## src/rtl/bif_pkg.sv

```systemverilog
package bif_pkg;

  // Slots kept per vertex and the bone range accepted on add
  localparam int NSLOT     = 4;
  localparam int MAX_BONES = 256;

  localparam int FILL_W = $clog2(NSLOT + 1);
  localparam int SUM_W  = $clog2(NSLOT * 65535 + 1);

  localparam logic OP_ADD  = 1'b0;
  localparam logic OP_READ = 1'b1;

  typedef struct packed {
    logic        op;
    logic [15:0] vertex_id;
    logic [7:0]  bone_index;
    logic [15:0] weight;
  } item_t;

  typedef struct packed {
    logic [12:0] vertex_count;
  } cfg_t;

  typedef struct packed {
    logic [11:0] vertex_echo;
    logic [2:0]  used_slots;
    logic [7:0]  bone_a;
    logic [15:0] weight_a;
    logic [7:0]  bone_b;
    logic [15:0] weight_b;
    logic [7:0]  bone_c;
    logic [15:0] weight_c;
    logic [7:0]  bone_d;
    logic [15:0] weight_d;
  } result_t;

  // One memory word: bones and weights of all slots, heaviest first
  typedef struct packed {
    logic [NSLOT-1:0][7:0]  bone;
    logic [NSLOT-1:0][15:0] wgt;
  } slot_t;

  typedef struct packed {
    logic                   start;
    logic [SUM_W-1:0]       sum;
    logic [NSLOT-1:0][15:0] wgt;
  } norm_req_t;

  typedef struct packed {
    logic                   done;
    logic [NSLOT-1:0][15:0] quot;
  } norm_rsp_t;

endpackage

```

## src/rtl/bif_norm.sv

```systemverilog
module bif_norm
  import bif_pkg::*;
(
  input  logic      clk,
  input  logic      rst,
  input  norm_req_t req,
  output norm_rsp_t rsp
);

  localparam int STEPS = 16;
  localparam int CW    = $clog2(STEPS);

  logic                        busy;
  logic                        done;
  logic [CW-1:0]               cnt;
  logic [SUM_W-1:0]            divisor;
  logic [NSLOT-1:0][SUM_W-1:0] rem;
  logic [NSLOT-1:0][15:0]      low;
  logic [NSLOT-1:0][15:0]      quot;
  logic [NSLOT-1:0][31:0]      dvd;
  logic [NSLOT-1:0][SUM_W:0]   trial;
  logic [NSLOT-1:0]            qbit;

  // w * 65535 = (w << 16) - w; the upper half is always below the sum,
  // so sixteen restoring steps give the whole quotient
  always_comb begin
    for (int k = 0; k < NSLOT; k++) begin
      dvd[k]   = {req.wgt[k], 16'h0000} - {16'h0000, req.wgt[k]};
      trial[k] = {rem[k], low[k][15]};
      qbit[k]  = trial[k] >= {1'b0, divisor};
    end
  end

  always_ff @(posedge clk) begin
    if (rst) begin
      busy <= 1'b0;
      done <= 1'b0;
      cnt  <= '0;
    end else begin
      done <= 1'b0;
      if (req.start) begin
        busy <= 1'b1;
        cnt  <= '0;
      end else if (busy) begin
        cnt <= cnt + 1'b1;
        if (cnt == CW'(STEPS - 1)) begin
          busy <= 1'b0;
          done <= 1'b1;
        end
      end
    end
  end

  always_ff @(posedge clk) begin
    if (req.start) begin
      divisor <= req.sum;
      for (int k = 0; k < NSLOT; k++) begin
        rem[k] <= SUM_W'(dvd[k][31:16]);
        low[k] <= dvd[k][15:0];
      end
    end else if (busy) begin
      for (int k = 0; k < NSLOT; k++) begin
        if (qbit[k]) begin
          rem[k] <= SUM_W'(trial[k] - {1'b0, divisor});
        end else begin
          rem[k] <= trial[k][SUM_W-1:0];
        end
        low[k]  <= {low[k][14:0], 1'b0};
        quot[k] <= {quot[k][14:0], qbit[k]};
      end
    end
  end

  assign rsp.done = done;
  assign rsp.quot = quot;

endmodule

```

## config.mk

```make
export PLATFORM = sky130hd
export DESIGN_NAME = bif_norm
export DESIGN_NICKNAME = d
export VERILOG_FILES = /design/src/rtl/bif_pkg.sv /design/src/rtl/bif_norm.sv
export SDC_FILE = /design/constraint.sdc
export NUM_CORES = 1
export LEC_CHECK = 0
export BUFFER_PORTS_ARGS = -buffer_cell sky130_fd_sc_hd__buf_4
export CAP_MARGIN = 20
export CORE_MARGIN = 1.5
export CORE_UTILIZATION = 50
export CTS_CLUSTER_DIAMETER = 200
export DETAILED_ROUTE_END_ITERATION = 10
export GPL_TIMING_DRIVEN = 0
export MAX_ROUTING_LAYER = met4
export PLACE_DENSITY = 0.81
export SLEW_MARGIN = 25
export SYNTH_ARGS = -nofsm -noshare
export SYNTH_HDL_FRONTEND = slang
export SYNTH_SLANG_ARGS = --single-unit
```

## constraint.sdc

```tcl
create_clock -name clk -period 9.6 [get_ports clk]
set_clock_uncertainty 0.05 [all_clocks]
set_input_delay 1.44 -clock clk [delete_from_list [all_inputs] [get_ports clk]]
set_output_delay 1.44 -clock clk [all_outputs]
set_load 0.03 [all_outputs]
```

==> out/qor.txt, run 1 <==
die span in y - 171 um
I/O pin cnt - 150
Yosys cell types - 71
CTS buffer count - 26
aggregate global-route resource usage - 27.3%
reg2reg end - rem[36]$_DFFE_PP_
Post-synth EDFFs - 210
Hold Crit Start - rsp[46]$_DFFE_PP_
via/cell ratio - 6.12
Worst EP arrival - 4540 ps
Req. time, crit path - 9880 ps
Pleak - 6.61 nW
status - completed
Yosys warning count - 0
register area share after synthesis - 46.8%
vias - 11574
CP top delay family - compound AO/OA/AOI/OAI gates
fmax - 235 MHz
number of buffers added on ports - 144
Startpoint Class - flop
worst-path fanout max - 10
TritonCTS clock tree - built
Max-Slew Margin vs Limit - 30.1%
Clock Tree Buf Depth - 3
cell total after placement - 1845
ant diodes - 0
Starting Density - 50.8%
Post-Synthesis Cells - 1321
wire length of the first global-routing pass - 59.7 mm
worst ir drop on vdd - 0.133 mV
synthesis-stage register bit count - 224
initial antenna violation count - 0
CP max-delay cell - edfxtp_1
pwr dens - 189 nW/um^2
crit end category - flop
fin crit period - 4260 ps
fin cells - 1891
Hold Path Class - flop to flop
core area - 27700 sq um
CTS resizes - 0
reg2reg start - divisor[1]$_DFFE_PP_
Async SR Flop Fraction - 0%
Clk Latency, worst-skew pair - 550 ps
Final Cycle Share - 44.4%
hold depth - 0
area leader, netlist - edfxtp_1
RSZ-0062 raised after global routing - false
Setup CP Type - flop to flop
Reg2Reg Setup Slack - 5340 ps
CP peak stage delay - 660 ps
H-Tree Depth - 1
R2R cell count - 12
worst min-delay path endpoint - rsp[47]$_DFFE_PP_
RD Place Congestion - 0.953
top_reg_cell synth - edfxtp_1
total setup buffers inserted after CTS - 0
Cell Area, Synth - 14100 sq um
Avg Inst Size Synth - 10.6 sq um
GRT overflow - 0
Worst-Margin Slew - 1050 ps
DIE WIDTH - 171 um
Reg clk slew, reported paths - 60 ps
clk sinks - 224
Root Driver - clkbuf_16
nets@finish - 1661
per-cell routed wire length - 20.5 um
DRC - 0
final setup violation count - 0
die area - 29200 sq um
Synthesized Nets - 1487
critical path depth - 12
setup TNS - 0 ps
remaining antenna violation count after routing - 0
critical-path cell list - inv_1, ha_1, nor2b_1, o31ai_1, a21oi_1, a21oi_1, o21a_1, o31a_1, clkbuf_1, clkbuf_1, nand3_1, o311ai_0
largest net degree at the start of global routing - 83
number of global-route vias before repair - 11015
CTS Hold Bufs - 0
area grow syn2layout - 18.3%
top cells by area, synth - edfxtp_1 (45%), ha_1 (6.8%), mux2i_1 (3.8%)
DRT iter0 DRCs - 1127
FP Rows - 61
total iterations of the first detailed-routing run - 6
CP Buf/Inv Count - 3
hold_ws - 400 ps
ratio of cells with drive above 1 in the final layout - 17.2%
HPWL after DPL - 27.8 mm
Slew Limit Fails - 0
Final Hold Violating Endpoints - 0
wirelength, routed - 38.8 mm
top-area cell type share of the netlist area - 44.8%
Max-cap violations - 0
Yosys cell counts, drive strengths merged, types with 7 or more instances:
library cell	n
edfxtp	210
nor2	81
a21oi	77
ha	77
o21ai	77
nand2	73
inv	66
xnor2	59
nor3	54
mux2i	53
xor2	52
mux2	44
clkbuf	33
nand3	33
a21o	25
o22ai	22
nor2b	19
o21a	16
o31ai	16
or4	15
buf	14
dfxtp	14
nand2b	14
nor4	14
or3	14
nand4	13
a31oi	12
and3	11
or2	11
o311ai	7
o31a	7
o32ai	7
power by group:
part | leakage (nW) | internal, W | switching [W]
registers | 2.21 | 0.00117 | 0.0000409
clock network | 0.466 | 0.000679 | 0.000411
logic | 3.94 | 0.000348 | 0.000498
worst max-delay path by stage:
stage,start,slack (ps),endpoint
finish,divisor[1]$_DFFE_PP_,5340,rem[36]$_DFFE_PP_
floorplan,req[82],4800,rem[67]$_DFFE_PP_
global placement,req[82],3110,rem[67]$_DFFE_PP_
CTS,divisor[1]$_DFFE_PP_,5470,rem[48]$_DFFE_PP_
global route,divisor[1]$_DFFE_PP_,5200,rem[41]$_DFFE_PP_
detailed placement,req[16],5130,rem[22]$_DFFE_PP_
stage by stage:
step	cell area (sq um)	utilization, %	power (W)	setup slack (ps)
after detailed placement	15700	56.6	0.00206	5130
final	16600	60.1	0.00315	5340
after global placement	15600	56.4	0.00203	3110
after CTS	16600	60.1	0.00315	5470
after floorplan	14100	-	0.00183	4800
after global routing	16600	60.1	0.00327	5200
layer usage:
metal  GRT usage (%)  share of wire, %
met5               -                 0
met2            42.8                45
met1            34.7                41
met4            12.2               5.0
met3            4.81               9.2
layout make-up:
| cell class | count | area [sq um] |
|---|---|---|
| Fill cell | 2302 | 11100 |
| Sequential cell | 224 | 6590 |
| Tap cell | 378 | 473 |
| Buffer | 47 | 204 |
| Timing Repair Buffer | 146 | 1140 |
| Clock buffer | 36 | 825 |
| Clock inverter | 10 | 133 |
| Inverter | 66 | 258 |
| Multi-Input combinational cell | 984 | 7030 |
cell families after synthesis:
logic type,after synthesis,share of synthesized area [%]
compound gates,322,14.9
buf+inv,113,3.20
fa+ha+maj,81,7.42
flops,224,46.8
xor+xnor,111,6.91
mux,97,7.29
simple gates,373,13.5
registers in the layout, summed over array words and instances, names as in the netlist:
register  cells
divisor      18
done          1
low          64
cnt           4
rem          72
busy          1
rsp          64
placed cells by master, fill, tap and decap left out, types with 5 or more instances in the layout:
master / n
edfxtp_1: 210
buf_4: 145
nor2_1: 81
o21ai_0: 77
a21oi_1: 77
ha_1: 77
nand2_1: 73
inv_1: 63
xnor2_1: 59
nor3_1: 54
mux2i_1: 53
xor2_1: 52
mux2_2: 44
clkbuf_1: 34
nand3_1: 33
clkbuf_16: 31
a21o_1: 25
o22ai_1: 22
nor2b_1: 19
o21a_1: 16
o31ai_1: 16
or4_1: 15
nand2b_1: 14
nor4_1: 14
dfxtp_1: 14
nand4_1: 13
or3_1: 13
a31oi_1: 12
and3_1: 11
or2_2: 11
o31a_1: 7
buf_1: 7
o311ai_0: 7
o32ai_1: 7
a32oi_1: 6
a22o_1: 6
o21bai_1: 5
a211o_1: 5
and2_1: 5
(Power assumes the default switching activity.)
==> inputs of run 2 (changes only) <==
==> constraint.sdc (replaced) <==
create_clock -name clk -period 4.3 [get_ports clk]
set_clock_uncertainty 0.05 [all_clocks]
set_input_delay 0.645 -clock clk [delete_from_list [all_inputs] [get_ports clk]]
set_output_delay 0.645 -clock clk [all_outputs]
set_load 0.03 [all_outputs]
==> run 2 against run 1 <==
Global-route usage did not move; non-clock buffer count is 3 higher; first-iteration DRC count shrank 3.2%; register-to-register slack lost 5000 ps; sequential share of layout area shrank 0.056 points; fmax is 8.7% higher; largest cell class unchanged.
==> out/qor.txt, run 2 (synthesis gave the netlist of run 1 again) <==
Most flops, register - rem
I/O pin cnt - 150
DRC - 0
Startpoint Class - flop
Worst EP arrival - 4130 ps
initial antenna violation count - 0
Pleak - 6.63 nW
crit end category - flop
Root Driver - clkbuf_16
clk sinks - 224
HPWL after DPL - 27.8 mm
Reg clk slew, reported paths - 60 ps
final setup violation count - 0
routed wl met2 - 17.5 mm
Max Used Layer - met4
Reg2Reg Setup Slack - 380 ps
CP startpoint - divisor[1]$_DFFE_PP_
setup TNS - 0 ps
Clk Latency, worst-skew pair - 550 ps
Post-Route Utilization - 60.2%
Final Cycle Share - 91.2%
largest net degree at the start of global routing - 83
most common cell after layout, fill and taps aside - edfxtp_1
Slew Limit Fails - 0
number of buffers added on ports - 144
DIE WIDTH - 171 um
Worst-Margin Slew - 1050 ps
Largest register FFs - 72
Max-cap violations - 0
core area - 27700 sq um
pwr dens - 422 nW/um^2
Final Cell Area - 16700 sq um
Starting Density - 50.8%
worst-path fanout max - 10
DR WL met3 - 3.66 mm
fmax - 255 MHz
GRT overflow - 0
area grow syn2layout - 18.5%
Max-Slew Margin vs Limit - 29.9%
commonest cells after routing, fill and taps aside - edfxtp_1 (210), buf_4 (148), nor2_1 (81)
die span in y - 171 um
RD Place Congestion - 0.953
ratio of cells with drive above 1 in the final layout - 17.4%
worst ir drop on vdd - 0.294 mV
remaining antenna violation count after routing - 0
wire length on met1 - 15.7 mm
Setup CP Type - flop to flop
number of global-route vias before repair - 11015
status - completed
reg2reg start - divisor[1]$_DFFE_PP_
RSZ-0062 raised after global routing - false
wire length of the first global-routing pass - 59.7 mm
CP endpoint - rem[39]$_DFFE_PP_
Hold Path Class - input pin to flop
FP Rows - 61
fin crit period - 3920 ps
nets@finish - 1664
per-cell routed wire length - 20.5 um
placed inst area - 15700 sq um
die area - 29200 sq um
R2R cell count - 12
vias - 11580
aggregate global-route resource usage - 27.3%
TritonCTS clock tree - built
total iterations of the first detailed-routing run - 5
via/cell ratio - 6.11
Clock Tree Buf Depth - 3
wirelength, routed - 38.8 mm
reg2reg end - rem[39]$_DFFE_PP_
DRT iter0 DRCs - 1091
Final Hold Violating Endpoints - 0
H-Tree Depth - 1
ant diodes - 0
CTS Hold Bufs - 0
Hold Crit Start - req[73]
Req. time, crit path - 4510 ps
CTS buffer count - 26
==> run 2: cell types whose count changed in the layout (fill, tap and decap cells not counted), sizes merged <==
cell	before	now
buf	160	163
==> run 2: power by group <==
part           switching [W]  leakage, nW  total, W  internal [W]
clock               0.000919        0.466   0.00243       0.00152
combinational        0.00112         3.95   0.00190      0.000781
sequential         0.0000884         2.21   0.00271       0.00262
==> run 2: layout make-up <==
type                    instances  area, sq um
plain buffers                  47          205
repair buffers                149         1160
inverters                      66          258
well taps                     378          473
clock inverters                10          133
flip-flops and latches        224         6590
fillers                      2304        11000
clock buffers                  36          825
multi-input cells             984         7030
==> run 2: per-stage QoR <==
step	setup WS, ps	hold slack, ps	instances	total power, W
6_report	380	226	1894	0.00704
5_1_grt	219	210	1894	0.00732
4_1_cts	173	213	1891	0.00702
3_5_place_dp	180	386	1845	0.00459
3_3_place_gp	-1400	379	1843	0.00454
2_1_floorplan	300	401	1321	0.00407
==> run 2: worst min-delay path by stage <==
stage,to,cells past startpoint
after detailed placement,rsp[9]$_DFFE_PP_,0
final,divisor[9]$_DFFE_PP_,1
after floorplan,rem[53]$_SDFFE_PP0P_,2
after global routing,divisor[16]$_DFFE_PP_,1
after global placement,rsp[21]$_DFFE_PP_,0
after CTS,divisor[9]$_DFFE_PP_,1
==> run 2: worst max-delay path: stages, from the launching register on <==
cell      delay [ps]
edfxtp_1         470
inv_1            240
ha_1             290
nor2b_1          150
o31ai_1          380
a21oi_1          160
a21oi_1          400
o21a_1           220
o31a_1           120
clkbuf_1         380
buf_2            380
mux2i_1          270
o22ai_1          100
==> run 2: what timing repair did <==
action / in CTS / in global routing
buffers inserted: 0 / 3
gates resized for setup: 0 / 2
setup endpoints to repair: 0 / 12
==> run 2: routing by layer <==
| layer | GRT usage [%] | vias to the layer above |
|---|---|---|
| met5 | - | - |
| met1 | 34.7 | 5506 |
| met4 | 12.2 | 0 |
| met3 | 4.81 | 117 |
| met2 | 42.8 | 592 |
| li1 | - | 5365 |
==> inputs of run 3 (changes only) <==
--- a/config.mk
+++ b/config.mk
@@ -8,12 +8,12 @@
 export BUFFER_PORTS_ARGS = -buffer_cell sky130_fd_sc_hd__buf_4
 export CAP_MARGIN = 20
 export CORE_MARGIN = 1.5
-export CORE_UTILIZATION = 50
+export CORE_UTILIZATION = 45
 export CTS_CLUSTER_DIAMETER = 200
 export DETAILED_ROUTE_END_ITERATION = 10
 export GPL_TIMING_DRIVEN = 0
 export MAX_ROUTING_LAYER = met4
-export PLACE_DENSITY = 0.81
+export PLACE_DENSITY = 0.75
 export SLEW_MARGIN = 25
 export SYNTH_ARGS = -nofsm -noshare
 export SYNTH_HDL_FRONTEND = slang
==> run 3 against run 2 <==
Worst setup slack worse by 48 ps; wire length up 1.5%; register-to-register slack worse by 50 ps; critical path type unchanged; critical endpoint is now rem[48]$_DFFE_PP_; sequential power is essentially flat.
==> out/qor.txt, run 3 (synthesis gave the netlist of run 1 again) <==
number of global-route vias before repair - 11104
I/O pin cnt - 150
status - completed
wire length of the first global-routing pass - 60.7 mm
fin crit period - 3970 ps
worst-path fanout max - 10
Pleak - 6.60 nW
most common cell after layout, fill and taps aside - edfxtp_1
worst ir drop on vdd - 0.316 mV
CP peak stage delay - 490 ps
core area - 30700 sq um
Req. time, crit path - 4520 ps
most used cell, CP - a21oi_1
clock network power share - 33.7%
RSZ-0062 raised after global routing - false
Final Hold Violating Endpoints - 0
Tot Pwr - 0.00693 W
pwr dens - 417 nW/um^2
ratio of cells with drive above 1 in the final layout - 17.3%
TritonCTS clock tree - built
sw power - 0.00214 W
final setup violation count - 0
RD Place Congestion - 0.943
DRT iter0 DRCs - 928
nets@finish - 1665
GRT overflow - 0
Setup CP Type - flop to flop
H-Tree Depth - 1
number of buffers added on ports - 144
commonest cells after routing, fill and taps aside - edfxtp_1 (210), buf_4 (148), nor2_1 (81)
fmax - 252 MHz
setup TNS - 0 ps
total iterations of the first detailed-routing run - 5
ant diodes - 0
Hold Path Class - input pin to flop
Max-cap violations - 0
vias - 11459
Net Sw Frac - 30.9%
Starting Density - 45.9%
Max-Slew Margin vs Limit - 27.3%
Logic pwr share - 27.2%
via/cell ratio - 5.98
crit end category - flop
aggregate global-route resource usage - 24.5%
sequential share of power - 39.1%
Reg clk slew, reported paths - 60 ps
HPWL after DPL - 28.2 mm
CP max-delay cell - edfxtp_1
DIE WIDTH - 180 um
Most flops, register - rem
Root Driver - clkbuf_16
Largest register FFs - 72
initial antenna violation count - 0
critical-path cell list - inv_1, ha_1, nor2b_1, o31ai_1, a21oi_1, a21oi_1, o21a_1, o31a_1, clkbuf_1, buf_2, mux2i_1, o22ai_1
die area - 32300 sq um
Clock Tree Buf Depth - 3
largest net degree at the start of global routing - 94
internal power - 0.00479 W
area grow syn2layout - 18.2%
Slew Limit Fails - 0
DRC - 0
Startpoint Class - flop
Worst-Margin Slew - 1090 ps
Worst EP arrival - 4180 ps
remaining antenna violation count after routing - 0
Clk Latency, worst-skew pair - 560 ps
FP Rows - 64
die span in y - 180 um
CTS buffer count - 27
per-cell routed wire length - 20.6 um
clk sinks - 224
CTS Hold Bufs - 0
Final Cycle Share - 92.3%
wirelength, routed - 39.4 mm
-- run 3: cell types whose count changed in the layout (fill, tap and decap cells not counted), moves of 2 or more --
| cell | previous run | this run |
|---|---|---|
| inv_6 | 0 | 3 |
| clkbuf_8 | 3 | 0 |
| clkinvlp_4 | 2 | 0 |
| clkbuf_1 | 33 | 38 |
| clkinv_2 | 3 | 7 |
-- run 3: area by class of cell --
| type | instances | area (sq um) |
|---|---|---|
| timing repair buffer | 149 | 1150 |
| tap | 396 | 495 |
| clock inverter | 13 | 125 |
| buffer | 47 | 205 |
| fill | 2716 | 14000 |
| clock buffer | 37 | 777 |
| inverter | 66 | 258 |
| multi-input combinational | 984 | 7030 |
| sequential | 224 | 6590 |
-- run 3: worst paths after layout --
kind | from | endpoint | slack [ps] | cells past startpoint
worst max-delay path | divisor[1]$_DFFE_PP_ | rem[48]$_DFFE_PP_ | 330 | 12
worst min-delay path | req[69] | divisor[5]$_DFFE_PP_ | 210 | 1
worst max register to register | divisor[1]$_DFFE_PP_ | rem[48]$_DFFE_PP_ | 330 | 12
worst min register to register | rsp[62]$_DFFE_PP_ | rsp[63]$_DFFE_PP_ | 400 | 0
-- run 3: through the flow --
stage	instances	util, %	setup WS (ps)	instance area [sq um]	hold WS (ps)
finish	1916	54.2	333	16600	215
global route	1916	54.2	228	16600	208
CTS	1913	54.1	212	16600	200
detailed placement	1863	51.2	243	15700	387
global placement	1861	51.0	-1500	15600	379
floorplan	1321	-	300	14100	401
-- run 3: worst max-delay path, delay by kind of cell, from the launching register on --
| kind | cells | cell delay (ps) |
|---|---|---|
| AOI/OAI and AO/OA | 6 | 1370 |
| adders and majority gates | 1 | 290 |
| buffers and inverters | 3 | 1060 |
| DFF | 1 | 490 |
| muxes | 1 | 250 |
| and+or+nand+nor | 1 | 160 |
-- run 3: what timing repair did --
action / CTS / global route
setup endpoints to repair: 0 / 13
resized for setup: 0 / 2
buffers inserted: 0 / 3
hold endpoints to repair: 0 / 0
-- run 3: per-layer routing --
metal / vias to the layer above / share of wire, % / GRT usage (%)
li1: 5371 / - / -
met1: 5481 / 42 / 31.9
met2: 499 / 46 / 38.4
met3: 108 / 7.8 / 3.75
met4: 0 / 4.2 / 9.73
met5: - / 0 / -
-- run 3: power groups by stage --
| stage | clock network, W | logic [W] | registers [W] |
|---|---|---|---|
| after floorplan | 0 | 0.00130 | 0.00277 |
| after global placement | 0 | 0.00180 | 0.00276 |
| after detailed placement | 0 | 0.00184 | 0.00275 |
| after CTS | 0.00237 | 0.00185 | 0.00271 |
| after global routing | 0.00245 | 0.00206 | 0.00273 |
| final | 0.00234 | 0.00188 | 0.00271 |
